**src/rtl/adm_pkg.sv**
```systemverilog
`timescale 1ns / 1ps
// shared types and constants for the arcade drive mixer
// no dependencies: every other file of the block imports this package

package adm_pkg;

  // output fixed point
  localparam int FracBits = 8;
  localparam int OutW     = 16;

  // field and datapath widths
  localparam int InW      = 8;
  localparam int DzW      = 7;
  localparam int RateW    = 9;
  localparam int KW       = 13;   // 2048 + 10 * rating
  localparam int WeightW  = 14;   // signed axis weights
  localparam int ProdW    = 22;   // reading times weight
  localparam int AxisW    = 22;   // smoothed axis over 5120
  localparam int MixW     = 23;   // forward plus or minus turn
  localparam int MagW     = 22;   // magnitude, divisor and partial remainder
  localparam int NormBits = 16;   // fraction bits of the normalized power
  localparam int QuotW    = NormBits + 1;
  localparam int DvdW     = MagW + QuotW;
  localparam int N2W      = 2 * NormBits + 1;
  localparam int CW       = NormBits + 2;
  localparam int PolyW    = 3 * NormBits + 1;
  localparam int ShiftAmt = 3 * NormBits - FracBits;
  localparam int RoundBit = ShiftAmt - 1;
  localparam int SumW     = ShiftAmt + OutW;

  localparam int Lanes     = 2;
  localparam int LaneLeft  = 0;
  localparam int LaneRight = 1;

  // arithmetic constants
  localparam logic [MagW-1:0]  DenMin   = MagW'(100 * 5120);
  localparam logic [QuotW-1:0] QuotMax  = QuotW'(1) << NormBits;
  localparam logic [CW-1:0]    CurveK   = CW'(3) << NormBits;
  localparam logic [SumW-1:0]  PctScale = SumW'(100);
  localparam logic [SumW-1:0]  RoundVal = SumW'(1) << RoundBit;

  // configuration registers
  localparam int CfgIdxW  = 2;
  localparam int CfgDataW = 9;
  localparam logic [CfgIdxW-1:0] CfgDeadZone   = 2'd0;
  localparam logic [CfgIdxW-1:0] CfgTurnRating = 2'd1;
  localparam logic [CfgIdxW-1:0] CfgFwdRating  = 2'd2;

  localparam logic [DzW-1:0]   DeadZoneRst = 7'd5;
  localparam logic [RateW-1:0] RatingRst   = 9'd128;

  typedef struct packed {
    logic signed [InW-1:0] turn_now;
    logic signed [InW-1:0] turn_prev;
    logic signed [InW-1:0] forward_now;
    logic signed [InW-1:0] forward_prev;
  } in_t;

  typedef struct packed {
    logic signed [OutW-1:0] front_left_power;
    logic signed [OutW-1:0] front_right_power;
    logic signed [OutW-1:0] back_left_power;
    logic signed [OutW-1:0] back_right_power;
  } out_t;

  typedef struct packed {
    logic signed [AxisW-1:0] turn;
    logic signed [AxisW-1:0] fwd;
  } axes_t;

  typedef struct packed {
    logic             neg;
    logic [MagW-1:0]  rem;
    logic [QuotW-1:0] lq;    // low dividend bits shift out, quotient bits shift in
  } div_lane_t;

  typedef struct packed {
    logic [MagW-1:0]             den;
    div_lane_t [Lanes-1:0]       lane;
  } div_state_t;

endpackage

```
**src/rtl/adm_div.sv**
```systemverilog
`timescale 1ns / 1ps
// pipelined restoring divider, one quotient bit per stage, both wheel lanes
// depends on adm_pkg

module adm_div import adm_pkg::*; (
  input  logic       clk_i,
  input  logic       rst_ni,
  input  logic       en_i,
  input  logic       valid_i,
  input  div_state_t data_i,
  output logic       valid_o,
  output div_state_t data_o
);

  div_state_t st_in[QuotW];
  div_state_t st_d [QuotW];
  div_state_t st_q [QuotW];
  logic       v_in [QuotW];
  logic       v_q  [QuotW];

  function automatic div_lane_t div_step(div_lane_t x, logic [MagW-1:0] den);
    logic [MagW:0] sh;
    logic [MagW:0] diff;
    div_lane_t     y;
    sh    = {x.rem, x.lq[QuotW-1]};
    diff  = sh - {1'b0, den};
    y.neg = x.neg;
    if (sh >= {1'b0, den}) begin
      y.rem = diff[MagW-1:0];
      y.lq  = {x.lq[QuotW-2:0], 1'b1};
    end else begin
      y.rem = sh[MagW-1:0];
      y.lq  = {x.lq[QuotW-2:0], 1'b0};
    end
    return y;
  endfunction

  for (genvar s = 0; s < QuotW; s++) begin : g_stage
    if (s == 0) begin : g_first
      assign st_in[s] = data_i;
      assign v_in[s]  = valid_i;
    end else begin : g_next
      assign st_in[s] = st_q[s-1];
      assign v_in[s]  = v_q[s-1];
    end

    always_comb begin
      st_d[s].den = st_in[s].den;
      for (int l = 0; l < Lanes; l++) begin
        st_d[s].lane[l] = div_step(st_in[s].lane[l], st_in[s].den);
      end
    end

    always_ff @(posedge clk_i or negedge rst_ni) begin
      if (!rst_ni) begin
        v_q[s] <= 1'b0;
      end else if (en_i) begin
        v_q[s] <= v_in[s];
      end
    end

    always_ff @(posedge clk_i) begin
      if (en_i) begin
        st_q[s] <= st_d[s];
      end
    end
  end

  assign valid_o = v_q[QuotW-1];
  assign data_o  = st_q[QuotW-1];

  a_rem_entry: assert property (@(posedge clk_i) disable iff (!rst_ni)
    valid_i |-> (data_i.lane[LaneLeft].rem < data_i.den
                 && data_i.lane[LaneRight].rem < data_i.den))
    else $error("initial remainder not below divisor");

  a_quot_range: assert property (@(posedge clk_i) disable iff (!rst_ni)
    v_q[QuotW-1] |-> (st_q[QuotW-1].lane[LaneLeft].lq <= QuotMax
                      && st_q[QuotW-1].lane[LaneRight].lq <= QuotMax))
    else $error("normalized power above one");

endmodule

```
**config.mk**
```make
export PLATFORM = sky130hd
export DESIGN_NAME = adm_div
export DESIGN_NICKNAME = d
export VERILOG_FILES = /design/src/rtl/adm_pkg.sv /design/src/rtl/adm_div.sv
export SDC_FILE = /design/constraint.sdc
export NUM_CORES = 2
export LEC_CHECK = 0
export BUFFER_PORTS_ARGS = -buffer_cell sky130_fd_sc_hd__buf_2
export CELL_PAD_IN_SITES_DETAIL_PLACEMENT = 1
export CELL_PAD_IN_SITES_GLOBAL_PLACEMENT = 2
export CORE_MARGIN = 5
export CORE_UTILIZATION = 44
export DETAILED_ROUTE_END_ITERATION = 8
export PLACE_DENSITY_LB_ADDON = 0.1
export SYNTH_ARGS = -nofsm -noshare
export SYNTH_HDL_FRONTEND = slang
export SYNTH_SLANG_ARGS = --single-unit
```
**constraint.sdc**
```tcl
create_clock -name clk_i -period 4.8 [get_ports clk_i]
set_clock_uncertainty 0.1 [all_clocks]
set_input_delay 0.96 -clock clk_i [delete_from_list [all_inputs] [get_ports clk_i]]
set_output_delay 0.96 -clock clk_i [all_outputs]
set_load 0.01 [all_outputs]
```
# == Yosys cells after proc, flatten, opt, wreduce, memory -nomap -nowiden ==
# Memories as Yosys holds them, arrays and structs flattened.
# Index checks and enable logic that the tools add are counted.
# classes
n_reduce_logical,0
n_eq_ne,0
mux,36
n_lt_le_gt_ge,34
bitwise,0
multipliers,0
div,0
n_shift,0
n_addsub,34
# op_table
op,count
$mux W39,34
$ge A23 B22 Y1,34
$sub A22 B22 Y22,34
$mux W1,2
# word_totals
mem_bits_ro,0
latch_bits,0
in_bits,106
output_inout_bits,103
word_cells,122
ram_bits,1734
memories,1
regBits,17
# memory_table
name,depth,width,read_ports,rd_clocked_by_memory_dff,write_ports,line_no,rtl
st_q,17,102,17,0,17,adm_div.sv:17,div_state_t st_q [QuotW];

# == Logic depth before layout (Yosys ltp) ==
# depth
ltp_word,2
mapped_depth,14
mapped_depth_nobuf,13

# == Worst setup path after synthesis ==
# Ideal clock, no wire load.
# synth_path
path_type,input-to-reg
from,in data_i[56] in the netlist's numbering
to,mem st_q[0][77] in the netlist's numbering (data pin)
required_time_ns,4.440
n_path_buf,0
path_slack_ns,1.053
arrival_time_ns,3.388
cell_stages,13
setup_ns,0.260
cell_sequence,inv_1 -> ha_1 -> inv_1 -> fa_1 -> a21o_1 -> a21oi_1 -> o221ai_1 -> a31oi_1 -> o21ai_0 -> a211o_1 -> a21oi_1 -> xnor2_1 -> mux2_2
# synth_rtl
element,line_no,rtl
from (decl),adm_div.sv:10,"input div_state_t data_i,"
to (decl),adm_div.sv:17,

==> summary.txt <==
Timing
  • Slew @ Worst Pin: 1110 ps
  • Crit path time final: 4360 ps
  • Setup-failing EPs final: 0
  • RSZ-0062 raised after global routing: false
  • Max_slew headroom: 25.3%
  • Setup TNS: 0 ps
  • Final hold violations: 0
  • Achievable Freq: 230 MHz
  • Max-slew violations: 0
  • Final worst path period share: 90.8%

Power
  • Power Density: 708 nW/um^2
  • Worst IR Drop VDD: 0.365 mV
  • Leakage: 0.0435 uW

Logic synthesis
  • Yosys top cell by area: edfxtp_1
  • Syn avg cell area: 11.9 sq um
  • Yosys warns: 0
  • Syn_nets: 9070
  • Most frequent cells after synthesis: edfxtp_1 (1734), ha_1 (748), a21oi_1 (669)
  • Async S/R FF share, synth: 0.971%
  • Post-Synthesis Cell Area: 97500 sq um
  • Yosys top cell area share: 53.4%
  • Most frequent cell after synthesis: edfxtp_1
  • EDFF count, synth: 1734
  • Post-synthesis sequential area ratio: 53.8%
  • Area contributors post-synth: edfxtp_1 (53%), ha_1 (9.6%), mux2_2 (4.7%)
  • Most common flop cell mapped by yosys: edfxtp_1
  • Syn Inst Count: 8182
  • Synth unique cells: 99
  • Seq cells post-synth: 1751

Global route
  • Initial antenna violation count: 7
  • Global-route wire length before repair: 420000 um
  • GRT overflow: 0
  • Vias in the first global route: 68700
  • GRT Resource Usage Total: 23.6%
  • Largest net degree at the start of global routing: 102

Die
  • Die Area: 231000 sq um
  • Starting Density: 44.3%
  • Die H: 481 um
  • Die extent in x: 481 um
  • Core region area: 220000 sq um
  • Row cnt: 172
  • I/O pin total: 209

Final layout
  • Multi-input gate area: 42200 sq um
  • Fill cells: 22900
  • Final net count: 9438
  • Share of layout cells above drive strength 1: 13.0%
  • Post-route cell area: 110000 sq um
  • Register area: 52500 sq um
  • Area grow syn2layout: 12.4%

Setup path
  • CP max FO: 24
  • Nature of the critical path startpoint: flip-flop
  • Arr. time, crit path: 4870 ps
  • Data required time of the critical path: 5310 ps
  • CP Class: flip-flop to flip-flop
  • Crit path capture type: flip-flop

Drt
  • Drt wl/cell: 23.8 um
  • Initial drt markers: 3574
  • WL final: 278000 um
  • Via density: 5.60
  • Via count: 65400
  • ANT nets after route: 0
  • Pre-Repair DR Iteration Count: 7
  • Number of remaining DRC errors: 0

Clock network
  • CTS tree: yes
  • H-tree Lvls: 4
  • Number of CTS-inserted buffers: 197
  • TritonCTS Sinks: 1751
  • Skew-Pair Late Insertion Delay: 890 ps
  • CTS max path bufs: 3
  • CTS root buf: clkbuf_16
  • Clk pin slew, worst setup/hold paths: 60 ps

Run status
  • Status: completed

Flow run
  • Max-cap violations: 0

Place
  • GP Congestion: 0.886
  • DP HPWL: 220000 um
  • DP Area: 103000 sq um
  • Port buffer count: 208

Worst hold path
  • Hold Path Class: input port to flip-flop
## path summary, 6_finish.rpt
check / from / cells after the start / end / slack (ps)
max in group asynchronous: rst_ni / 2 / v_in[15]$_DFFE_PN0P_ / 3880
hold / removal: data_i[54] / 1 / st_q[0][55]$_DFFE_PP_ / 160
setup reg to reg: st_q[0][285]$_DFFE_PP_ / 11 / st_q[0][364]$_DFFE_PP_ / 440
setup / recovery: st_q[0][285]$_DFFE_PP_ / 11 / st_q[0][364]$_DFFE_PP_ / 440
hold reg to reg: st_q[0][870]$_DFFE_PP_ / 0 / st_q[0][973]$_DFFE_PP_ / 290
min in group asynchronous: rst_ni / 2 / v_in[13]$_DFFE_PN0P_ / 440
## final cells by class
type	count	share of cell area, %
well taps	2958	3.38
multi-input cells	5661	38.5
diodes	4	0.00913
flip-flops and latches	1751	47.9
inverters	621	2.13
clock inverters	147	1.56
repair buffers	318	1.96
clock buffers	219	4.57
## stage by stage
step	setup WS [ps]	instances	util [%]	hold WS [ps]	power [uW]
final	444	11700	49.8	161	77600
after global routing	206	11700	49.8	96.1	82700
after CTS	408	11700	49.8	78.0	78300
after detailed placement	422	11300	46.7	305	62200
after global placement	477	11300	46.7	300	61400
after floorplan	1050	8182	-	300	50800
## registers in the layout, summed over array words and instances (netlist names)
| name | flops |
|---|---|
| st_q | 1734 |
| v_in | 16 |
| valid_o | 1 |
## cells in the final DEF, fill, tap and decap left out, types with 89 or more instances in the layout
master,n
edfxtp_1,1734
ha_1,748
a21oi_1,667
inv_1,618
nand2_1,504
o21ai_0,488
nor2_1,456
mux2_2,411
xnor2_1,385
a21o_1,325
xor2_1,223
buf_2,207
clkbuf_16,197
nand3_1,136
nor3_1,99
nand2b_1,89
## critical path, stage by stage (launching register included)
cell and delay (ps):
edfxtp_1 450, inv_1 180, ha_1 360, nor2b_1 150, o21ai_0 110, a21oi_1 350
o41ai_2 120, a31oi_1 360, a311oi_1 340, o41ai_4 770, buf_4 410, mux2_2 370
## report_power, final
part	switching, uW	internal [uW]	total, uW
combinational	20000	15500	35500
sequential	3470	23100	26600
clock	6600	8920	15500
total	30000	47600	77600
## cell families after synthesis
logic type               synth area share, %
AO/OA/AOI/OAI                           13.9
XOR/XNOR                                5.46
adder cells (fa/ha/maj)                 10.3
buffers and inverters                   3.11
flip-flops                              53.8
multiplexers                            5.19
AND/OR/NAND/NOR                         8.23
## metal layers
layer	global-route usage, %	vias up	wire (um)
met3	2.69	416	6980
li1	-	31400	-
met1	29.2	32600	118000
met4	8.58	12	11000
met5	0	-	300
met2	42.5	914	142000
## what timing repair did
item / in CTS / in global routing
setup buffers: 0 / 0
hold buffers: 1 / 0
gates resized for setup: 0 / 0
hold endpoints to repair: 17 / 0
No activity file was read; power rests on OpenSTA's default activity.
