### src/rtl/adm_pkg.sv
`timescale 1ns / 1ps
// shared types and constants for the arcade drive mixer
// no dependencies: every other file of the block imports this package

package adm_pkg;

  // output fixed point
  localparam int FracBits = 8;
  localparam int OutW     = 16;

  // field and datapath widths
  localparam int InW      = 8;
  localparam int DzW      = 7;
  localparam int RateW    = 9;
  localparam int KW       = 13;   // 2048 + 10 * rating
  localparam int WeightW  = 14;   // signed axis weights
  localparam int ProdW    = 22;   // reading times weight
  localparam int AxisW    = 22;   // smoothed axis over 5120
  localparam int MixW     = 23;   // forward plus or minus turn
  localparam int MagW     = 22;   // magnitude, divisor and partial remainder
  localparam int NormBits = 16;   // fraction bits of the normalized power
  localparam int QuotW    = NormBits + 1;
  localparam int DvdW     = MagW + QuotW;
  localparam int N2W      = 2 * NormBits + 1;
  localparam int CW       = NormBits + 2;
  localparam int PolyW    = 3 * NormBits + 1;
  localparam int ShiftAmt = 3 * NormBits - FracBits;
  localparam int RoundBit = ShiftAmt - 1;
  localparam int SumW     = ShiftAmt + OutW;

  localparam int Lanes     = 2;
  localparam int LaneLeft  = 0;
  localparam int LaneRight = 1;

  // arithmetic constants
  localparam logic [MagW-1:0]  DenMin   = MagW'(100 * 5120);
  localparam logic [QuotW-1:0] QuotMax  = QuotW'(1) << NormBits;
  localparam logic [CW-1:0]    CurveK   = CW'(3) << NormBits;
  localparam logic [SumW-1:0]  PctScale = SumW'(100);
  localparam logic [SumW-1:0]  RoundVal = SumW'(1) << RoundBit;

  // configuration registers
  localparam int CfgIdxW  = 2;
  localparam int CfgDataW = 9;
  localparam logic [CfgIdxW-1:0] CfgDeadZone   = 2'd0;
  localparam logic [CfgIdxW-1:0] CfgTurnRating = 2'd1;
  localparam logic [CfgIdxW-1:0] CfgFwdRating  = 2'd2;

  localparam logic [DzW-1:0]   DeadZoneRst = 7'd5;
  localparam logic [RateW-1:0] RatingRst   = 9'd128;

  typedef struct packed {
    logic signed [InW-1:0] turn_now;
    logic signed [InW-1:0] turn_prev;
    logic signed [InW-1:0] forward_now;
    logic signed [InW-1:0] forward_prev;
  } in_t;

  typedef struct packed {
    logic signed [OutW-1:0] front_left_power;
    logic signed [OutW-1:0] front_right_power;
    logic signed [OutW-1:0] back_left_power;
    logic signed [OutW-1:0] back_right_power;
  } out_t;

  typedef struct packed {
    logic signed [AxisW-1:0] turn;
    logic signed [AxisW-1:0] fwd;
  } axes_t;

  typedef struct packed {
    logic             neg;
    logic [MagW-1:0]  rem;
    logic [QuotW-1:0] lq;    // low dividend bits shift out, quotient bits shift in
  } div_lane_t;

  typedef struct packed {
    logic [MagW-1:0]             den;
    div_lane_t [Lanes-1:0]       lane;
  } div_state_t;

endpackage

### src/rtl/adm_outbuf.sv
`timescale 1ns / 1ps
// two entry output buffer that decouples the pipeline from the result channel
// depends on adm_pkg

module adm_outbuf import adm_pkg::*; (
  input  logic clk_i,
  input  logic rst_ni,
  input  logic push_i,
  input  out_t data_i,
  output logic room_o,
  output logic valid_o,
  input  logic ready_i,
  output out_t data_o
);

  out_t       mem_q[2];
  logic       wr_q, rd_q;
  logic [1:0] cnt_q;
  logic       pop;

  assign pop     = (cnt_q != 2'd0) && ready_i;
  assign room_o  = cnt_q != 2'd2;
  assign valid_o = cnt_q != 2'd0;
  assign data_o  = mem_q[rd_q];

  always_ff @(posedge clk_i or negedge rst_ni) begin
    if (!rst_ni) begin
      wr_q  <= 1'b0;
      rd_q  <= 1'b0;
      cnt_q <= 2'd0;
    end else begin
      if (push_i) begin
        wr_q <= ~wr_q;
      end
      if (pop) begin
        rd_q <= ~rd_q;
      end
      unique case ({push_i, pop})
        2'b10:   cnt_q <= cnt_q + 2'd1;
        2'b01:   cnt_q <= cnt_q - 2'd1;
        default: cnt_q <= cnt_q;
      endcase
    end
  end

  always_ff @(posedge clk_i) begin
    if (push_i) begin
      mem_q[wr_q] <= data_i;
    end
  end

  a_no_overflow: assert property (@(posedge clk_i) disable iff (!rst_ni)
    (cnt_q == 2'd2) |-> !push_i)
    else $error("item pushed into full output buffer");

endmodule

### config.mk
export PLATFORM = sky130hd
export DESIGN_NAME = adm_outbuf
export DESIGN_NICKNAME = d
export VERILOG_FILES = /design/src/rtl/adm_pkg.sv /design/src/rtl/adm_outbuf.sv
export SDC_FILE = /design/constraint.sdc
export NUM_CORES = 1
export LEC_CHECK = 0
export ABC_AREA = 1
export BUFFER_PORTS_ARGS = -buffer_cell sky130_fd_sc_hd__buf_2
export CAP_MARGIN = 40
export CORE_MARGIN = 2
export CORE_UTILIZATION = 56
export DETAILED_ROUTE_END_ITERATION = 16
export PLACE_DENSITY = 0.94
export SYNTH_ARGS = -nofsm -noshare
export SYNTH_HDL_FRONTEND = slang
export SYNTH_SLANG_ARGS = --single-unit
### constraint.sdc
create_clock -name clk_i -period 7.2 [get_ports clk_i]
set_clock_uncertainty 0.15 [all_clocks]
set_input_delay 0.72 -clock clk_i [delete_from_list [all_inputs] [get_ports clk_i]]
set_output_delay 0.72 -clock clk_i [all_outputs]
set_load 0.05 [all_outputs]
# [After elaboration in Yosys (flattened, before gate mapping)]
# Memories as Yosys holds them, arrays and structs flattened.
# Index checks and enable logic that the tools add are counted.
[word_totals] wordCells=17 n_memories=1 register_bits=4 output_inout_bits=66 inputBits=68 ram_bits=128
[classes] n_eq_ne=3 bitwise=2 n_reduce_logical=3 n_mux=3 addsub=2
[memory_table] memory="mem_q" depth=2 width=64 rd=1 rd_ports_with_merged_regs=0 wr=1 line="adm_outbuf.sv:16" source="out_t mem_q[2];"
[op_table] operator="case mux 2 bit (2 select lines)" n=1
[op_table] operator="nonzero test 2 bit" n=2
[op_table] operator="adder 2 x 1 -> 2 bit, second input constant" n=1
[op_table] operator="equality test 2 x 1 -> 1 bit, second input constant" n=1
[op_table] operator="equality test 2 bit, second input constant" n=1
[op_table] operator="two-way mux 1 bit" n=2
[op_table] operator="inequality test 2 bit, second input constant" n=1
[op_table] operator="inverter 1 bit" n=2
[op_table] operator="subtractor 2 x 1 -> 2 bit, second input constant" n=1
[op_table] operator="logical AND 1 bit" n=1

# [Logic depth before layout (Yosys ltp)]
[depth] word_depth=4 ltp_mapped=10 ltp_nobuf=10

# [Worst setup path after synthesis]
# Ideal clock, no wire load.
[synth_path] path_type="in2reg" start="input push_i" end="memory mem_q[0][0] in the netlist's numbering (enable)" required_time_ns=6.562 arrival_time_ns=3.463 cell_stages=2 setup_ns=0.488 n_path_buf=0 path_slack_ns=3.099 cell_sequence="inv_1 nor2_1"
[synth_between] elab_chain_len=2
[synth_lines] item="from (decl)" line="adm_outbuf.sv:8" source="input logic push_i,"
[synth_lines] item="two-way mux 1 bit" line="adm_outbuf.sv:47" source="if (push_i) begin"
[synth_lines] item="two-way mux 1 bit (not written as such)" line="adm_outbuf.sv:48" source="mem_q[wr_q] <= data_i;"
[synth_lines] item="to (decl)" line="adm_outbuf.sv:16"
# No other way between the ends.

==> summary.md <==
Cells fill 73.0% of the core in the end. For met1 alone, demand over resource in global routing was 23.2%. The critical path start-end classification is flop to output pin. In this run the critical register-to-register path is captured at mem_q[1][9]. The worst hold path begins at data_i[55]. Summing all placed instances gives a cell area of 5630 um^2. The max-slew headroom at the worst pin is 42.6%, and the number of violations reported at the end of detailed-routing iteration 0 is 142.

Hold is met by 265 ps. The worst hold path belongs to the class input port to flop. The die covers 9460 um^2. For this run the aggregate overflow at the end of global routing stands at 0.

For this block, the via count after detailed routing is 3,099. The worst path needs 2860 ps of the cycle, external delays included. The global routing stage identified its most utilized layer as met2. Entering global routing, the biggest net connects 66 pins.

For the number of placed I/O pins, the log shows 134. Setup violations remaining at the end of the flow were counted as 0. The logs give 9130 um for the total length of routed wires and 5.47% for the met3 layer usage reported by global route. The layout cell share with drive strength beyond 1 came out at 32.8%. The critical path goes through inv_2 -> buf_12 -> nand2_1 -> nand2_1 -> buf_2. Setup slack on the critical path of the routed design comes to 4340 ps. In this run the horizontal extent of the chip is 97.3 um. TritonCTS built the clock tree. The tools report the kind of start point of the critical path as a flop. Of all nets on the critical path, the largest fanout is 38. For this design the ratio of total power to cell area is 521 nW/um^2. The tool flagged a number of max-cap violations equal to 0. For this run, the post-layout net count is 575.

The flow ran to the end, and the final reports show no timing, DRC or antenna violations. The net count after synthesis is 432, and the clock-pin slew on the worst setup and hold paths is 60 ps. Routability-driven placement finished with a final weighted congestion of 0.747.

At the pin with the least slew margin, the transition time is 861 ps. The biggest cell delay along the critical path is 410 ps, and the setup total negative slack is 0 ps. The flip-flop and latch count after synthesis was 132; the final critical-path share of the clock period was 39.7%.

Worst flop-to-flop path startpoint: wr_q. The number of buffers added on ports works out to 133. The number of instances in the synthesized netlist is 363. The tools report the worst setup path endpoint as data_o[54]. The row count was 34.

The clock buffer count from CTS is 17. Final instance area: 6270 um^2. The logs give 5110 ps for the register-to-register setup slack and 626 for the non-filler instance count after layout. In this run the remaining antenna-violating nets after routing total 0.

The leakage power was 2.76 nW; the diode insertion count for antenna repair was 0. Detailed placement finished with a half-perimeter wire length of 5510 um. For this run, the top clock speed supported by timing is 0.350 GHz. At the worst endpoint, the arrival time is 1990 ps.

The tools report the number of filler instances in the final layout as 579. For the deepest clock path buffer count, the log shows 2. The initial antenna violation count was 0; the number of detailed-route iterations in the first pass was 4. The first global-routing pass estimated 14,600 um of wire. The number of max-slew violations in the final report was 0; the average wire per standard cell was 14.6 um.

Setup repair after global routing left no endpoint under its margin. Slowest stage cell on the critical path: dfrtp_2. In the routed design, unresolved DRC markers number 0. The critical path endpoint category was an output pin.

In this run the worst setup path begins at rd_q. The met2 track utilization from global routing is 35.0%. Counting distinct cell types in the post-synthesis netlist gives 13. Counting tap cells, the placed design contains a total of 594 instances.

For the worst-skew pair, the clock arrives at the later sink with an insertion delay of 490 ps. The logs give 132 for the number of sinks on the clock net and 4680 ps for the setup slack at placement. Compared with the post-synthesis result, the final layout area differs by 28.7%. The average vias per placed instance works out to 4.95. Counting cells, the worst reg-to-reg path comes to 3.

For this run, the register share of the synthesized area comes to 80.9%. The overall global routing resource usage is 20.2%. The maximum VDD drop came out at 324 uV. At the worst endpoint, the required time is 6330 ps. The mapped netlist covers 4870 um^2. After synthesis, the mean cell area works out to 13.4 um^2. The tools report the total number of H-tree levels as 4. The tools report the clock tree root driver cell as clkbuf_8. Among the stages of the critical path, the cell type that occurs most often is nand2_1. The number of global-route vias before repair is 3,189, and the number of warnings issued by yosys is 0. In this run, post-CTS repair resized a total of 0 instances. The count of final hold-check violations is 0. The core box area came out at 8590 um^2. The y dimension of the die is 97.3 um. The run gives 56.7% as the starting density of the core. The sum of internal, switching and leakage power came out at 3.27 mW.
registers in the layout, indices dropped and copies added, names as in the netlist:
| name | cells |
|---|---|
| wr_q | 1 |
| mem_q | 128 |
| cnt_q | 2 |
| rd_q | 1 |
cell usage after synthesis:
| cell type | count | area share (%) |
|---|---|---|
| buf_4 | 8 | 1.2 |
| inv_1 | 7 | 0.54 |
| dfrtp_1 | 4 | 2.1 |
| inv_2 | 1 | 0.077 |
| nand3_1 | 2 | 0.21 |
| nand2_1 | 202 | 16 |
| xor2_1 | 1 | 0.18 |
| nor2_1 | 1 | 0.077 |
| ha_1 | 1 | 0.26 |
| buf_2 | 6 | 0.62 |
| edfxtp_1 | 128 | 79 |
| xnor2_1 | 1 | 0.18 |
| nand4_1 | 1 | 0.13 |
worst max-delay path, delay by kind of cell (launching register included):
kind / cells / cell delay [ps]
buffers and inverters: 3 / 900
and+or+nand+nor: 2 / 150
DFF: 1 / 410
power by group:
group          switching (mW)  total [mW]  internal, mW  leakage (nW)
clock network           0.300       0.898         0.597         0.298
logic                    1.06        1.31         0.248          1.21
registers              0.0413        1.07          1.02          1.25
total                    1.40        3.27          1.87          2.76
repair_timing:
| action | 4_1_cts | 5_1_grt |
|---|---|---|
| hold buffers | 1 | 0 |
| endpoints found under the hold margin | 4 | 0 |
| setup buffers | 0 | 0 |
metal layers:
layer  part of all wire [%]  vias to the layer above
met4                    1.7                        0
met5                      0                        -
met2                     53                      122
met3                    5.6                       14
li1                       -                     1506
met1                     39                     1457
worst min-delay path by stage:
stage	to	slack [ps]	cells after the start
global placement	cnt_q[1]	330	2
global route	mem_q[0][6]	220	1
finish	mem_q[1][55]	260	1
floorplan	cnt_q[0]	270	0
detailed placement	cnt_q[1]	340	2
CTS	mem_q[0][6]	230	1
layout by cell type, fill, tap and decap left out:
master / netlist / layout
bufinv_16: 0 / 5
clkbuf_16: 0 / 16
buf_12: 0 / 1
dfrtp_1: 4 / 3
buf_4: 8 / 3
nor2_4: 0 / 1
edfxtp_1: 128 / 128
inv_2: 1 / 2
clkinv_4: 0 / 3
nand3_1: 2 / 2
clkbuf_8: 0 / 1
nand2_1: 202 / 202
inv_6: 0 / 1
dfrtp_2: 0 / 1
inv_1: 7 / 6
dlygate4sd3_1: 0 / 1
xor2_1: 1 / 1
buf_2: 6 / 133
ha_1: 1 / 1
clkinvlp_4: 0 / 2
clkbuf_1: 0 / 2
clkinv_2: 0 / 1
nand4_1: 1 / 1
xnor2_1: 1 / 1
cell families after synthesis:
| family | count (synthesis) | synth area share, % |
|---|---|---|
| adders and majority gates | 1 | 0.257 |
| DFF | 132 | 80.9 |
| and+or+nand+nor | 206 | 16.0 |
| buffers and inverters | 22 | 2.47 |
| xor gates and xnor gates | 2 | 0.360 |
layout make-up:
class,instances,area [um^2],share of cell area [%]
Clock inverter,12,205,3.27
Clock buffer,19,422,6.72
Inverter,8,30.0,0.479
Sequential cell,132,3950,62.9
Multi-Input combinational cell,209,816,13.0
Tap cell,108,135,2.15
Timing Repair Buffer,138,718,11.5
No activity file was read; power rests on OpenSTA's default activity.
