==> config.mk <==
export PLATFORM = sky130hd
export DESIGN_NAME = adm_curve
export DESIGN_NICKNAME = d
export VERILOG_FILES = /design/src/rtl/adm_pkg.sv /design/src/rtl/adm_curve.sv
export SDC_FILE = /design/constraint.sdc
export NUM_CORES = 2
export LEC_CHECK = 0
export BUFFER_PORTS_ARGS = -buffer_cell sky130_fd_sc_hd__buf_2
export CAP_MARGIN = 20
export CORE_UTILIZATION = 60
export DETAILED_ROUTE_END_ITERATION = 7
export PLACE_DENSITY = 0.89
export SYNTH_ARGS = -nofsm -noshare
export SYNTH_HDL_FRONTEND = slang
export SYNTH_SLANG_ARGS = --single-unit
==> constraint.sdc <==
create_clock -name clk_i -period 6.2 [get_ports clk_i]
set_input_delay 0 -clock clk_i [delete_from_list [all_inputs] [get_ports clk_i]]
set_output_delay 0 -clock clk_i [all_outputs]
set_load 0.02 [all_outputs]
==> src/rtl/adm_pkg.sv <==
`timescale 1ns / 1ps
// shared types and constants for the arcade drive mixer
// no dependencies: every other file of the block imports this package

package adm_pkg;

  // output fixed point
  localparam int FracBits = 8;
  localparam int OutW     = 16;

  // field and datapath widths
  localparam int InW      = 8;
  localparam int DzW      = 7;
  localparam int RateW    = 9;
  localparam int KW       = 13;   // 2048 + 10 * rating
  localparam int WeightW  = 14;   // signed axis weights
  localparam int ProdW    = 22;   // reading times weight
  localparam int AxisW    = 22;   // smoothed axis over 5120
  localparam int MixW     = 23;   // forward plus or minus turn
  localparam int MagW     = 22;   // magnitude, divisor and partial remainder
  localparam int NormBits = 16;   // fraction bits of the normalized power
  localparam int QuotW    = NormBits + 1;
  localparam int DvdW     = MagW + QuotW;
  localparam int N2W      = 2 * NormBits + 1;
  localparam int CW       = NormBits + 2;
  localparam int PolyW    = 3 * NormBits + 1;
  localparam int ShiftAmt = 3 * NormBits - FracBits;
  localparam int RoundBit = ShiftAmt - 1;
  localparam int SumW     = ShiftAmt + OutW;

  localparam int Lanes     = 2;
  localparam int LaneLeft  = 0;
  localparam int LaneRight = 1;

  // arithmetic constants
  localparam logic [MagW-1:0]  DenMin   = MagW'(100 * 5120);
  localparam logic [QuotW-1:0] QuotMax  = QuotW'(1) << NormBits;
  localparam logic [CW-1:0]    CurveK   = CW'(3) << NormBits;
  localparam logic [SumW-1:0]  PctScale = SumW'(100);
  localparam logic [SumW-1:0]  RoundVal = SumW'(1) << RoundBit;

  // configuration registers
  localparam int CfgIdxW  = 2;
  localparam int CfgDataW = 9;
  localparam logic [CfgIdxW-1:0] CfgDeadZone   = 2'd0;
  localparam logic [CfgIdxW-1:0] CfgTurnRating = 2'd1;
  localparam logic [CfgIdxW-1:0] CfgFwdRating  = 2'd2;

  localparam logic [DzW-1:0]   DeadZoneRst = 7'd5;
  localparam logic [RateW-1:0] RatingRst   = 9'd128;

  typedef struct packed {
    logic signed [InW-1:0] turn_now;
    logic signed [InW-1:0] turn_prev;
    logic signed [InW-1:0] forward_now;
    logic signed [InW-1:0] forward_prev;
  } in_t;

  typedef struct packed {
    logic signed [OutW-1:0] front_left_power;
    logic signed [OutW-1:0] front_right_power;
    logic signed [OutW-1:0] back_left_power;
    logic signed [OutW-1:0] back_right_power;
  } out_t;

  typedef struct packed {
    logic signed [AxisW-1:0] turn;
    logic signed [AxisW-1:0] fwd;
  } axes_t;

  typedef struct packed {
    logic             neg;
    logic [MagW-1:0]  rem;
    logic [QuotW-1:0] lq;    // low dividend bits shift out, quotient bits shift in
  } div_lane_t;

  typedef struct packed {
    logic [MagW-1:0]             den;
    div_lane_t [Lanes-1:0]       lane;
  } div_state_t;

endpackage

==> src/rtl/adm_curve.sv <==
`timescale 1ns / 1ps
// smoothstep power curve n*n*(3-2n), percent scaling, rounding and sign
// depends on adm_pkg

module adm_curve import adm_pkg::*; (
  input  logic       clk_i,
  input  logic       rst_ni,
  input  logic       en_i,
  input  logic       valid_i,
  input  div_state_t data_i,
  output logic       valid_o,
  output out_t       data_o
);

  logic [2*QuotW-1:0] sq     [Lanes];
  logic [N2W-1:0]     n2_d   [Lanes];
  logic [CW-1:0]      c_d    [Lanes];
  logic [N2W-1:0]     n2_q   [Lanes];
  logic [CW-1:0]      c_q    [Lanes];
  logic [N2W+CW-1:0]  pr     [Lanes];
  logic [PolyW-1:0]   poly_d [Lanes];
  logic [PolyW-1:0]   poly_q [Lanes];
  logic [SumW-1:0]    sum_d  [Lanes];
  logic [SumW-1:0]    sum_q  [Lanes];
  logic               neg1_q [Lanes];
  logic               neg2_q [Lanes];
  logic               neg3_q [Lanes];
  logic [OutW-1:0]    mag    [Lanes];
  logic [OutW-1:0]    pw     [Lanes];
  logic               v1_q, v2_q, v3_q;

  always_comb begin
    for (int l = 0; l < Lanes; l++) begin
      sq[l]     = (2*QuotW)'(data_i.lane[l].lq) * (2*QuotW)'(data_i.lane[l].lq);
      n2_d[l]   = sq[l][N2W-1:0];
      c_d[l]    = CurveK - {data_i.lane[l].lq, 1'b0};
      pr[l]     = (N2W+CW)'(n2_q[l]) * (N2W+CW)'(c_q[l]);
      poly_d[l] = pr[l][PolyW-1:0];
      sum_d[l]  = SumW'(poly_q[l]) * PctScale + RoundVal;
      // only the bits of the 16 bit field survive, also after negation
      mag[l]    = sum_q[l][ShiftAmt +: OutW];
      pw[l]     = neg3_q[l] ? (~mag[l] + OutW'(1)) : mag[l];
    end
  end

  always_ff @(posedge clk_i or negedge rst_ni) begin
    if (!rst_ni) begin
      v1_q <= 1'b0;
      v2_q <= 1'b0;
      v3_q <= 1'b0;
    end else if (en_i) begin
      v1_q <= valid_i;
      v2_q <= v1_q;
      v3_q <= v2_q;
    end
  end

  always_ff @(posedge clk_i) begin
    if (en_i) begin
      for (int l = 0; l < Lanes; l++) begin
        neg1_q[l] <= data_i.lane[l].neg;
      end
      n2_q   <= n2_d;
      c_q    <= c_d;
      neg2_q <= neg1_q;
      poly_q <= poly_d;
      neg3_q <= neg2_q;
      sum_q  <= sum_d;
    end
  end

  assign valid_o                  = v3_q;
  assign data_o.front_left_power  = pw[LaneLeft];
  assign data_o.front_right_power = pw[LaneRight];
  assign data_o.back_left_power   = pw[LaneLeft];
  assign data_o.back_right_power  = pw[LaneRight];

endmodule

---- Yosys cells after proc, flatten, opt, wreduce, memory -nomap -nowiden ----
Index checks and enable logic that the tools add are counted.
word-level totals
  register bits after elaboration ......... 321
  input port bits ......................... 106
  logic and storage cells ................. 33
cells by class
  add/sub/neg operators ................... 6
  multiply operators ...................... 6
  muxes and demuxes ....................... 2
  bitwise logic cells ..................... 2
operator list
  kind                                                count
  adder 56 x 40 -> 56 bit, second input constant      2
  multiplier 49 x 5 -> 54 bit, second input constant  2
  multiplier 33 x 18 -> 49 bit                        2
  multiplier 17 x 17 -> 33 bit                        2
  subtractor 18 bit, first input constant             2
  adder 16 x 1 -> 16 bit, second input constant       2
  two-way mux 16 bit                                  2
  NOT 16 bit                                          2

---- Depth between registers and ports, before layout ----
  depth after elaboration ................. 3
  mapped depth ............................ 27
  depth with buffers taken out ............ 26

---- Worst setup path after synthesis ----
Ideal clock, no wire load.
  path kind ............................... flip-flop to flip-flop
  start point ............................. register n2_q[8] (netlist bit)
  end point ............................... register poly_q[48] (netlist bit), data pin
  library setup time ...................... 260 ps
  arrival ................................. 6,338 ps
  required time ........................... 5,940 ps
  path slack .............................. -397 ps
  stages on the path, launching flop included .. 24
  path buffers ............................ 1
  period minus slack after synthesis ...... 6,597 ps
  path through ............................ edfxtp_1 -> clkbuf_1 -> and2_1 -> fa_1 -> inv_1 -> fa_1 -> fa_1 -> inv_1 -> fa_1 -> fa_1 -> inv_1 -> fa_1 -> inv_1 -> ha_1 -> a21o_1 -> or3_1 -> o21ba_2 -> o211ai_1 -> a2111oi_0 -> o31ai_1 -> o311ai_0 -> a21oi_1 -> o21bai_1 -> xnor2_1
RTL lines
  element                   RTL line         text
  start: declaration        adm_curve.sv:18  logic [N2W-1:0] n2_q [Lanes];
  start signal: assignment  adm_curve.sv:63  n2_q <= n2_d;
  end signal: assignment    adm_curve.sv:66  poly_q <= poly_d;
  end: declaration          adm_curve.sv:22  logic [PolyW-1:0] poly_q [Lanes];

==> results.env <==
FINAL_LAYOUT_SIZE_SUFFIX_GT1_SHARE_PCT=13.0
MOSTFREQUENTLAYOUTCELLS='inv_1 (1991), fa_1 (1330), nand2_1 (875)'
CTS.CLK_SLEW.WORST_PATHS_NS=0.07
CPPEAKSTAGEDELAY_NS=0.52
DRT_WL_TOTAL_UM=189000
ROW_COUNT=125
LAYOUT_WORST_PATH_CYCLE_SHARE_PCT=112
SYNTHDOMINANTAREACELLTYPE='fa_1'
CLOCK_TREE.ROOT_CELL='clkbuf_16'
DR.PASS1.ITERS=6
GRT_OVERFLOW_TOTAL=0
ANTENNA_CELLS=0
WORST_EP_REQUIRED_TIME_NS=6.55
ROUTE.VIAS.TOTAL=56100
SYNTH-EDFF-COUNT=230
TIGHTESTPINTRANSITION_NS=0.905
CTS_MAX_LEVEL=1
FINALMAXSLEWVIOLATIONS=0
SYNTH.NET_COUNT=9968
MIN_PERIOD_NS=6.94
TIMING.SETUP.TNS_NS=-12.13
PLACE.PORT_BUFFERS=104
DIE-AREA_MM2=0.118
POSTSYNTHCELLCOUNT=7689
SYNTH_AREA_PER_CELL_UM2=9.12
AVGROUTEDWIREPERCELL_UM=19.4
TIMING.CRITICAL_PATH.MODE_CELL='fa_1'
GPL.FINAL_WEIGHTED_CONGESTION=0.958
INITIAL_CORE_UTIL_PCT=60.4
CLK_PATH_BUF_DEPTH=3
GRTUSAGEMET3_PCT=4.99
CTS_TREE='done'
PLACE_WS_NS=-0.565
DPL.CELL_COUNT=9514
DRC=0
POSTSYNTH.TOPFLOPCELL='edfxtp_1'
FILL_CELLS=7572
REPORT.FINAL.HOLD_VIOL_COUNT=0
IO_PINS=171
FINAL_COMMON_CELL='inv_1'
HP-CLASS='primary input to register'
NETS=10500
CORE_UTILIZATION_OF_THE_FINISHED_LAYOUT_PCT=67.9
YS_SEQ_ELEMENTS=233
CLK_LATENCY_NS=0.64
GRT_START_MAX_NET_PINS=104
SYNTHDOMINANTCELLAREASHARE_PCT=38.9
SYNTH.AREA.TOP_CELLS='fa_1 (39%), ha_1 (14%), inv_1 (11%), edfxtp_1 (9.9%), and2_1 (5.4%)'
GRT_UTIL_MET1_PCT=38.4
OUTCOME='finished with violations'
SYNTHESIS.AREA_MM2=0.0701
HPWL_UM=141000
GRT_ANTENNA_BEFORE_REPAIR=0
NUMCTSBUFFERS=31
VIAS_IN_THE_FIRST_GLOBAL_ROUTE=59700
CTS_NUM_SINKS=233
DIE_W_UM=344
SETUP_VIOLATIONS=43
DIE_H_UM=344
DR.FIRST_ITER.DRC_COUNT=5355
WORST-PATH-BUF-INV=7
WIRE_LENGTH_OF_THE_FIRST_GLOBAL_ROUTING_PASS_UM=289000
AREA_OF_THE_MULTI_INPUT_GATES_MM2=0.0556
STD_CELL_CORE_AREA_MM2=0.116
RELSLEWSLACK_PCT=39.1
CRITPATHMAXFANOUT=8
YS_SEQ_AREA_SHARE_PCT=9.96
WORSTSETUPPATHTYPE='register to register'
AREA.GROWTH.SYNTH_TO_FINAL_PCT=12.4
DRTANTENNAVIOLNETS=0
SKEW_NS=0.0245
TIMING.CRITICAL_PATH.SLOWEST_STAGE_CELL='fa_1'
ASYNCSETRESETFLOPFRACSYNTH_PCT=1.29
CRITICAL_PATH.TOP_DELAY_FAMILY='adder cells'
TIMING.FMAX_GHz=0.144
MET2_USAGE_PCT=51.9
SYNTH_WARNINGS=0
FAILED_CHECKS='setup timing'
CAP_VIOL_MAX_COUNT=0
SETUP_WS_NS=-0.743
REGISTER_AREA_MM2=0.00698
START_KIND='register'
LAYOUTNONFILLERINSTCOUNT=9719
DRT-VIAS-PER-INSTANCE=5.78
CRITICAL_PATH_AT_NS=7.29
GRT_SETUP_UNREPAIRED='true'
CRITICAL_PATH_SINK_TYPE='register'
GRT_RESOURCE_USAGE_TOTAL_PCT=30.1
GRT_BUSIEST_LAYER='met2'
SYNTH_CELL_TYPES=100
[state kept, by name, indices dropped and copies added (netlist names)]
register  cells
valid_o       1
v2_q          1
neg2_q        2
neg1_q        2
poly_q       96
n2_q         64
mag          32
neg3_q        2
v1_q          1
c_q          32
[cell usage after synthesis, drive strengths merged (6+ instances only)]
cell	n
o2111ai	7
or3	17
o311ai	8
or4	7
a311oi	7
nor2	194
a21boi	8
mux2i	8
o31ai	18
xnor2	193
a211oi	25
clkbuf	234
and3	29
inv	2026
nor3	63
xor2	68
and4	8
a221oi	6
o21ai	130
a31oi	22
a21oi	201
ha	811
o21a	27
nand3	60
nand4	40
nand2	889
nor2b	31
fa	1362
a21o	98
a2111oi	10
buf	43
or2	15
mux2	6
nand2b	28
o211ai	19
o21bai	25
nor4	19
edfxtp	230
and2	608
[cells by family (layout without fill, tap and decap cells)]
kind of cell / count (synthesis) / after routing / share of synthesized area, %
simple gates: 2037 / 2037 / 14.4
compound gates: 666 / 666 / 6.26
buf+inv: 2305 / 2811 / 12.6
fa+ha+maj: 2173 / 2173 / 53.4
mux: 14 / 14 / 0.211
flops: 233 / 233 / 9.96
xor+xnor: 261 / 261 / 3.26
[through the flow]
step	cell area [um2]	hold WS, ns
4_1_cts	77500	0.0246
2_1_floorplan	70300	-0.296
3_5_place_dp	75100	-0.203
5_1_grt	78800	0.0601
6_report	78800	0.0392
3_3_place_gp	75100	-0.207
[tightest hold or removal path: stages]
cell	delay (ns)
buf_2	0.17
buf_4	0.23
xnor2_1	0.17
[per-layer routing]
| metal | wire length [um] | vias up |
|---|---|---|
| li1 | - | 24200 |
| met1 | 69100 | 27600 |
| met2 | 91600 | 3444 |
| met3 | 18300 | 931 |
| met4 | 9780 | 0 |
| met5 | 0 | - |
[final timing paths]
path                            start         end  slack [ns]  depth (start not counted)
min in group asynchronous      rst_ni     valid_o        0.26                          3
max in group asynchronous      rst_ni        v1_q        5.80                          3
max                           n2_q[6]  poly_q[41]       -0.74                         25
min reg2reg                 neg1_q[0]   neg2_q[0]        0.42                          0
min                        data_i[14]     c_q[33]        0.04                          3
max reg2reg                   n2_q[6]  poly_q[41]       -0.74                         25
[layout make-up]
cell class	count	area share (%)
sequential	233	8.86
clock inverter	24	0.240
inverter	2027	9.66
clock buffer	33	0.994
timing repair buffer	727	7.29
multi-input combinational	5151	70.5
tap	1524	2.42
[what timing repair did]
| action | 4_1_cts | 5_1_grt |
|---|---|---|
| endpoints found under the hold margin | 102 | 0 |
| hold buffers | 22 | 0 |
| resized for setup | 146 | 224 |
| pin swaps | 108 | 179 |
| gates cloned | 1 | 3 |
| setup buffers | 70 | 64 |
| endpoints found under the setup margin | 40 | 62 |
Power is left out: the tool's default activity adds up to more than one toggle a clock period on the data nets, which glitch-free logic cannot reach.
