## src/rtl/adm_pkg.sv

```systemverilog
`timescale 1ns / 1ps
// shared types and constants for the arcade drive mixer
// no dependencies: every other file of the block imports this package

package adm_pkg;

  // output fixed point
  localparam int FracBits = 8;
  localparam int OutW     = 16;

  // field and datapath widths
  localparam int InW      = 8;
  localparam int DzW      = 7;
  localparam int RateW    = 9;
  localparam int KW       = 13;   // 2048 + 10 * rating
  localparam int WeightW  = 14;   // signed axis weights
  localparam int ProdW    = 22;   // reading times weight
  localparam int AxisW    = 22;   // smoothed axis over 5120
  localparam int MixW     = 23;   // forward plus or minus turn
  localparam int MagW     = 22;   // magnitude, divisor and partial remainder
  localparam int NormBits = 16;   // fraction bits of the normalized power
  localparam int QuotW    = NormBits + 1;
  localparam int DvdW     = MagW + QuotW;
  localparam int N2W      = 2 * NormBits + 1;
  localparam int CW       = NormBits + 2;
  localparam int PolyW    = 3 * NormBits + 1;
  localparam int ShiftAmt = 3 * NormBits - FracBits;
  localparam int RoundBit = ShiftAmt - 1;
  localparam int SumW     = ShiftAmt + OutW;

  localparam int Lanes     = 2;
  localparam int LaneLeft  = 0;
  localparam int LaneRight = 1;

  // arithmetic constants
  localparam logic [MagW-1:0]  DenMin   = MagW'(100 * 5120);
  localparam logic [QuotW-1:0] QuotMax  = QuotW'(1) << NormBits;
  localparam logic [CW-1:0]    CurveK   = CW'(3) << NormBits;
  localparam logic [SumW-1:0]  PctScale = SumW'(100);
  localparam logic [SumW-1:0]  RoundVal = SumW'(1) << RoundBit;

  // configuration registers
  localparam int CfgIdxW  = 2;
  localparam int CfgDataW = 9;
  localparam logic [CfgIdxW-1:0] CfgDeadZone   = 2'd0;
  localparam logic [CfgIdxW-1:0] CfgTurnRating = 2'd1;
  localparam logic [CfgIdxW-1:0] CfgFwdRating  = 2'd2;

  localparam logic [DzW-1:0]   DeadZoneRst = 7'd5;
  localparam logic [RateW-1:0] RatingRst   = 9'd128;

  typedef struct packed {
    logic signed [InW-1:0] turn_now;
    logic signed [InW-1:0] turn_prev;
    logic signed [InW-1:0] forward_now;
    logic signed [InW-1:0] forward_prev;
  } in_t;

  typedef struct packed {
    logic signed [OutW-1:0] front_left_power;
    logic signed [OutW-1:0] front_right_power;
    logic signed [OutW-1:0] back_left_power;
    logic signed [OutW-1:0] back_right_power;
  } out_t;

  typedef struct packed {
    logic signed [AxisW-1:0] turn;
    logic signed [AxisW-1:0] fwd;
  } axes_t;

  typedef struct packed {
    logic             neg;
    logic [MagW-1:0]  rem;
    logic [QuotW-1:0] lq;    // low dividend bits shift out, quotient bits shift in
  } div_lane_t;

  typedef struct packed {
    logic [MagW-1:0]             den;
    div_lane_t [Lanes-1:0]       lane;
  } div_state_t;

endpackage

```

## src/rtl/adm_mix.sv

```systemverilog
`timescale 1ns / 1ps
// wheel mixing, magnitudes, divisor choice and dividend setup, four stages
// depends on adm_pkg

module adm_mix import adm_pkg::*; (
  input  logic       clk_i,
  input  logic       rst_ni,
  input  logic       en_i,
  input  logic       valid_i,
  input  axes_t      data_i,
  output logic       valid_o,
  output div_state_t data_o
);

  logic signed [MixW-1:0] side_d[Lanes];
  logic signed [MixW-1:0] side_q[Lanes];
  logic [MagW-1:0]        mag_d [Lanes];
  logic [MagW-1:0]        mag4_q[Lanes];
  logic                   neg4_q[Lanes];
  logic [MagW-1:0]        mag5_q[Lanes];
  logic                   neg5_q[Lanes];
  logic [MagW-1:0]        big;
  logic [MagW-1:0]        den_d, den5_q;
  logic [DvdW-1:0]        dvd   [Lanes];
  div_state_t             st_d, st_q;
  logic                   v3_q, v4_q, v5_q, v6_q;

  assign side_d[LaneLeft]  = {data_i.fwd[AxisW-1], data_i.fwd}
                           + {data_i.turn[AxisW-1], data_i.turn};
  assign side_d[LaneRight] = {data_i.fwd[AxisW-1], data_i.fwd}
                           - {data_i.turn[AxisW-1], data_i.turn};

  always_comb begin
    for (int l = 0; l < Lanes; l++) begin
      mag_d[l] = side_q[l][MixW-1] ? MagW'(-side_q[l]) : MagW'(side_q[l]);
    end
  end

  // divisor is the largest magnitude, but never below full scale
  assign big   = (mag4_q[LaneRight] > mag4_q[LaneLeft]) ? mag4_q[LaneRight] : mag4_q[LaneLeft];
  assign den_d = (big > DenMin) ? big : DenMin;

  always_comb begin
    st_d.den = den5_q;
    for (int l = 0; l < Lanes; l++) begin
      // rounded dividend: magnitude scaled to the normalized fraction plus half the divisor
      dvd[l] = DvdW'({mag5_q[l], NormBits'(0)}) + DvdW'(den5_q >> 1);
      st_d.lane[l].neg = neg5_q[l];
      st_d.lane[l].rem = dvd[l][DvdW-1 -: MagW];
      st_d.lane[l].lq  = dvd[l][QuotW-1:0];
    end
  end

  always_ff @(posedge clk_i or negedge rst_ni) begin
    if (!rst_ni) begin
      v3_q <= 1'b0;
      v4_q <= 1'b0;
      v5_q <= 1'b0;
      v6_q <= 1'b0;
    end else if (en_i) begin
      v3_q <= valid_i;
      v4_q <= v3_q;
      v5_q <= v4_q;
      v6_q <= v5_q;
    end
  end

  always_ff @(posedge clk_i) begin
    if (en_i) begin
      side_q <= side_d;
      for (int l = 0; l < Lanes; l++) begin
        mag4_q[l] <= mag_d[l];
        neg4_q[l] <= side_q[l][MixW-1];
      end
      mag5_q <= mag4_q;
      neg5_q <= neg4_q;
      den5_q <= den_d;
      st_q   <= st_d;
    end
  end

  assign valid_o = v6_q;
  assign data_o  = st_q;

  a_den_covers: assert property (@(posedge clk_i) disable iff (!rst_ni)
    v5_q |-> (den5_q >= mag5_q[LaneLeft] && den5_q >= mag5_q[LaneRight]
              && den5_q >= DenMin))
    else $error("divisor below a wheel magnitude or below full scale");

endmodule

```

## config.mk

```make
export PLATFORM = sky130hd
export DESIGN_NAME = adm_mix
export DESIGN_NICKNAME = d
export VERILOG_FILES = /design/src/rtl/adm_pkg.sv /design/src/rtl/adm_mix.sv
export SDC_FILE = /design/constraint.sdc
export NUM_CORES = 1
export LEC_CHECK = 0
export BUFFER_PORTS_ARGS = -buffer_cell sky130_fd_sc_hd__buf_2
export CORE_ASPECT_RATIO = 1.5
export CORE_UTILIZATION = 59
export DETAILED_ROUTE_END_ITERATION = 10
export GPL_TIMING_DRIVEN = 0
export PLACE_DENSITY = 0.81
export SYNTH_ARGS = -nofsm -noshare
export SYNTH_HDL_FRONTEND = slang
export SYNTH_SLANG_ARGS = --single-unit
```

## constraint.sdc

```tcl
create_clock -name clk_i -period 3.36 [get_ports clk_i]
set_input_delay 1.008 -clock clk_i [delete_from_list [all_inputs] [get_ports clk_i]]
set_output_delay 1.008 -clock clk_i [all_outputs]
set_load 0.05 [all_outputs]
```

# Word level (Yosys, flattened, before mapping)
# Index checks and enable logic that the tools add are counted.
dict set report op_classes {
  n_addsub 6
  n_mux 3
  order_cmp 2
}
# cell count
set op_table {}
lappend op_table {{38-bit by 21-bit adder with 39-bit output} 2}
lappend op_table {{22-bit two-way mux} 3}
lappend op_table {{22-bit negator} 2}
lappend op_table {{22-bit by 22-bit adder with 23-bit output} 1}
lappend op_table {{22-bit by 22-bit subtractor with 23-bit output} 1}
lappend op_table {{22-bit by 19-bit greater-than comparator with 1-bit output (second input constant)} 1}
lappend op_table {{22-bit greater-than comparator} 1}
dict set report totals {
  wordCells 33
  in_bits 48
  reg_bits 266
  output_inout_bits 103
}

# Longest topological paths before layout
dict set report depth {
  word_depth 3
  mapped_depth 11
  mapped_depth_nobuf 10
}

# Worst setup path before layout
# Ideal clock, no wire load.
dict set report synth_timing {
  kind {input to register}
  from {input data_i[28] (netlist bit)}
  to {register side_q[43] (netlist bit), data pin}
  n_path_buf 1
  setup_slack_ps 105
  path_stages 10
  t_required_ps 3102
  t_arrival_ps 2997
  setup_ps 258
  path_cell_list {inv_1 -> ha_1 -> clkbuf_1 -> nand2b_1 -> a221oi_1 -> a211oi_1 -> o21ai_1 -> o211a_1 -> o31a_1 -> xnor2_1}
}
# item line_no
set synth_lines {}
lappend synth_lines {{from (decl)} adm_mix.sv:10} ;# input axes_t data_i,
lappend synth_lines {{to (signal assigned)} adm_mix.sv:70} ;# side_q <= side_d;
lappend synth_lines {{to (decl)} adm_mix.sv:16} ;# logic signed [MixW-1:0] side_q[Lanes];

# Worst setup path in the final report
dict set report layout_timing {
  from {register mag4_q[3] (netlist bit)}
  to {register den5_q[15], data pin}
}
dict set report layout_between {
  elab_chain_cells 3
}
# item line_no
set layout_rtl {}
lappend layout_rtl {{from (decl)} adm_mix.sv:18} ;# logic [MagW-1:0] mag4_q[Lanes];
lappend layout_rtl {{from (signal, indexed assignment)} adm_mix.sv:72} ;# mag4_q[l] <= mag_d[l];
lappend layout_rtl {{22-bit greater-than comparator} adm_mix.sv:40} ;# assign big = (mag4_q[LaneRight] > mag4_q[LaneLeft]) ? mag4_q[LaneRight] : mag4_q[LaneLeft];
lappend layout_rtl {{22-bit two-way mux (*)} adm_mix.sv:40}
lappend layout_rtl {{22-bit by 19-bit greater-than comparator with 1-bit output} adm_mix.sv:41} ;# assign den_d = (big > DenMin) ? big : DenMin;
lappend layout_rtl {{to (signal assigned)} adm_mix.sv:77} ;# den5_q <= den_d;
lappend layout_rtl {{to (decl)} adm_mix.sv:23} ;# logic [MagW-1:0] den_d, den5_q;
# Mark *: on every way between the ends. The rest lies on a longest branch, timed or not.
# A chain may end at the register's enable or synchronous reset.

==> reports/qor.csv <==
metric;value;unit
number of global-route vias before repair;7901;
gr ovfl total;0;
status;finished clean;
yosys warns;0;
FP Rows;64;
multi-input logic area;4750;um2
cell-internal power;5.97;mW
Leak;5.62;nW
switch share;34.0;%
Final setup viols;0;
Post-Syn Nets;1140;
unrepaired setup endpoints after global routing;false;
fin crit share;95.6;%
gpl congestion;0.901;
Final Hold Vio Count;0;
CTS root buf;clkbuf_16;
Die H;178;um
Die Wd;120;um
FFs w/ async S/R, synth;1.74;%
Vias/cell;5.54;
Clock Skew;0.0177;ns
Cell variety after synth;58;
antenna diode count;0;
# fillers;1512;
DP Area;13400;um2
Final Slew Violations;0;
CP bufs+invs;0;
WP data required;3.59;ns
register area;6890;um2
Pwr Density;645;nW/um2
ys flop type;edfxtp_1;
Mapped Area;12300;um2
Crit Path Max Fanout;10;
min Tclk post-route;3.21;ns
initial antenna violation count;0;
Top cell by count, worst path;a21o_1;
# H-tree levels;1;
area growth from synthesis to layout;14.5;%
CTS Buffer Depth;3;
setup bufs post-CTS;0;
Crit path arrival time;3.44;ns
starting density of the core;60.2;%
DR DRC count;0;
clk_lat worst skew;0.50;ns
Avg Cell Area, Syn;12.1;um2
First DRT Iteration DRCs;413;
max-capacitance violation count;0;
max frequency;0.311;GHz
total clock sinks;230;
via count;8089;
CTS Buf Count;21;
Detailed Place HPWL;19200;um
share of cells above drive strength 1;20.0;%
PortBufs;150;
total power;9.05;mW
final wirelength;24500;um
share of the synthesized area in the top cell type;55.4;%
delay-heaviest family, CP;compound AO/OA/AOI/OAI gates;
CTS tree;done;
number of synthesized flops with an enable pin;226;
Seq/Total Area, Yosys;56.2;%
Worst-path clk slew;0.06;ns
Final #Nets;1314;
Synth Instances;1012;
Slew Limit Headroom;44.0;%
Final ANT Viol Nets;0;
Net Sw Power;3.08;mW
first-pass GRT wire length;38100;um
Core Region;20300;um2
flops & latches, synth;230;
Die ar.;21400;um2
Setup CP Type;register to register;
Clk network pwr share;23.6;%
drt first pass iters;5;
peak supply drop;0.302;mV
CP max stage delay;0.50;ns
min-delay worst type;input port to async pin;
worst-margin pin slew;0.840;ns
Max stage delay cell, worst path;edfxtp_1;
Critical Path, Cell by Cell;ha_1 -> a21o_1 -> a21o_1 -> a211o_1 -> a221oi_2 -> o211a_1 -> nor2_1 -> a2111o_1;
ranking of synthesized cells by area;edfxtp_1 (55%), ha_1 (7.8%), xnor2_1 (6.7%);
GRT Util Overall;23.3;%
Avg WL per Cell;16.8;um
area leader, netlist;edfxtp_1;
crit start category;register;
largest net degree at the start of global routing;119;
crit path capture type;register;
combinational power share;29.6;%
Final Cell Area;14000;um2
I/O pin cnt;151;
sequential share of power;46.8;%
==> layout make-up <==
type	instances	area share [%]
Sequential cell	230	49.1
Multi-Input combinational cell	638	33.9
Timing Repair Buffer	151	5.62
Clock buffer	24	3.83
Buffer	61	2.53
Tap cell	264	2.35
Inverter	83	2.22
Clock inverter	9	0.499
==> worst paths after layout <==
check	start	slack, ns	cells after the start	to
setup / recovery	mag4_q[3]	0.15	8	den5_q[15]
hold / removal	rst_ni	0.31	1	v3_q
setup reg to reg	mag4_q[3]	0.15	8	den5_q[15]
hold reg to reg	den5_q[10]	0.42	0	data_o[90]
max in group asynchronous	rst_ni	2.93	1	v5_q
min in group clk_i	den5_q[10]	0.42	0	data_o[90]
==> per-stage QoR <==
step	instances	setup TNS [ns]	util [%]	worst slack (ns)	hold slack [ns]
after CTS	1460	0	68.8	0.0377	0.307
final	1460	0	69.0	0.148	0.314
after global routing	1460	0	69.0	0.0316	0.312
after global placement	1426	-326.03	65.6	-1.57	0.402
after detailed placement	1427	-6.51	65.7	-0.460	0.405
after floorplan	1012	0	-	0.105	0.400
==> cell usage after synthesis, types with 6 or more instances <==
master / count
xor2_1: 17
a211oi_1: 15
buf_4: 33
a21o_1: 18
ha_1: 76
a21oi_1: 45
o21ai_0: 63
nand3_1: 29
nor2_1: 45
nand2b_1: 13
edfxtp_1: 226
xnor2_1: 94
clkbuf_1: 28
nor4_1: 7
o31ai_1: 13
or3_1: 10
nand2_1: 50
nor3_1: 15
o21bai_1: 10
and3_1: 12
inv_1: 83
nand4_1: 13
o21a_1: 6
==> worst reg2reg max path: stages, from the launching register on <==
cell and delay (ns):
edfxtp_1 0.50, ha_1 0.35, a21o_1 0.16, a21o_1 0.17, a211o_1 0.36, a221oi_2 0.37, o211a_1 0.31, nor2_1 0.23
a2111o_1 0.50
==> layout by cell type, fill, tap and decap left out, types with 5 or more instances in the layout <==
master,instances
edfxtp_1,226
buf_2,149
xnor2_1,94
inv_1,83
ha_1,76
o21ai_0,63
nand2_1,50
nor2_1,45
a21oi_1,44
buf_4,33
nand3_1,29
clkbuf_1,29
clkbuf_16,21
a21o_1,18
xor2_1,17
nor3_1,14
a211oi_1,14
nand2b_1,13
nand4_1,13
and3_1,12
o31ai_1,12
or3_1,10
o21bai_1,10
nor4_1,6
o21a_1,6
nor2b_1,5
o31a_1,5
o41ai_1,5
a2111o_1,5
==> power groups by stage <==
stage          Sequential (mW)  Clock (mW)  Combinational (mW)
6_report                  4.23        2.14                2.68
5_1_grt                   4.27        2.26                2.92
4_1_cts                   4.23        2.17                2.67
3_5_place_dp              4.29           0                2.65
3_3_place_gp              4.29           0                2.60
2_1_floorplan             4.62           0                1.56
==> sequential cells by signal (all words and copies together), names as in the netlist, 2 cells and up <==
name and count:
data_o 69, den5_q 22, mag4_q 43, neg4_q 2, neg5_q 2, side_q 45, mag5_q 43
==> cells by family after synthesis <==
group | synth area share (%)
xor+xnor | 7.94
simple gates | 9.67
compound gates | 11.9
flops | 56.2
fa+ha+maj | 8.42
mux | 0.449
buf+inv | 5.42
==> timing repair <==
item	4_1_cts	5_1_grt
resized for setup	3	10
hold buffers	0	0
endpoints found under the setup margin	10	23
==> per-layer routing <==
metal,wire (um),vias up,global-route usage (%)
li1,-,4023,-
met1,8400,3785,22.2
met2,14000,220,48.2
met3,943,61,2.14
met4,1110,0,11.7
met5,0,-,0
No activity file was read; power rests on OpenSTA's default activity.
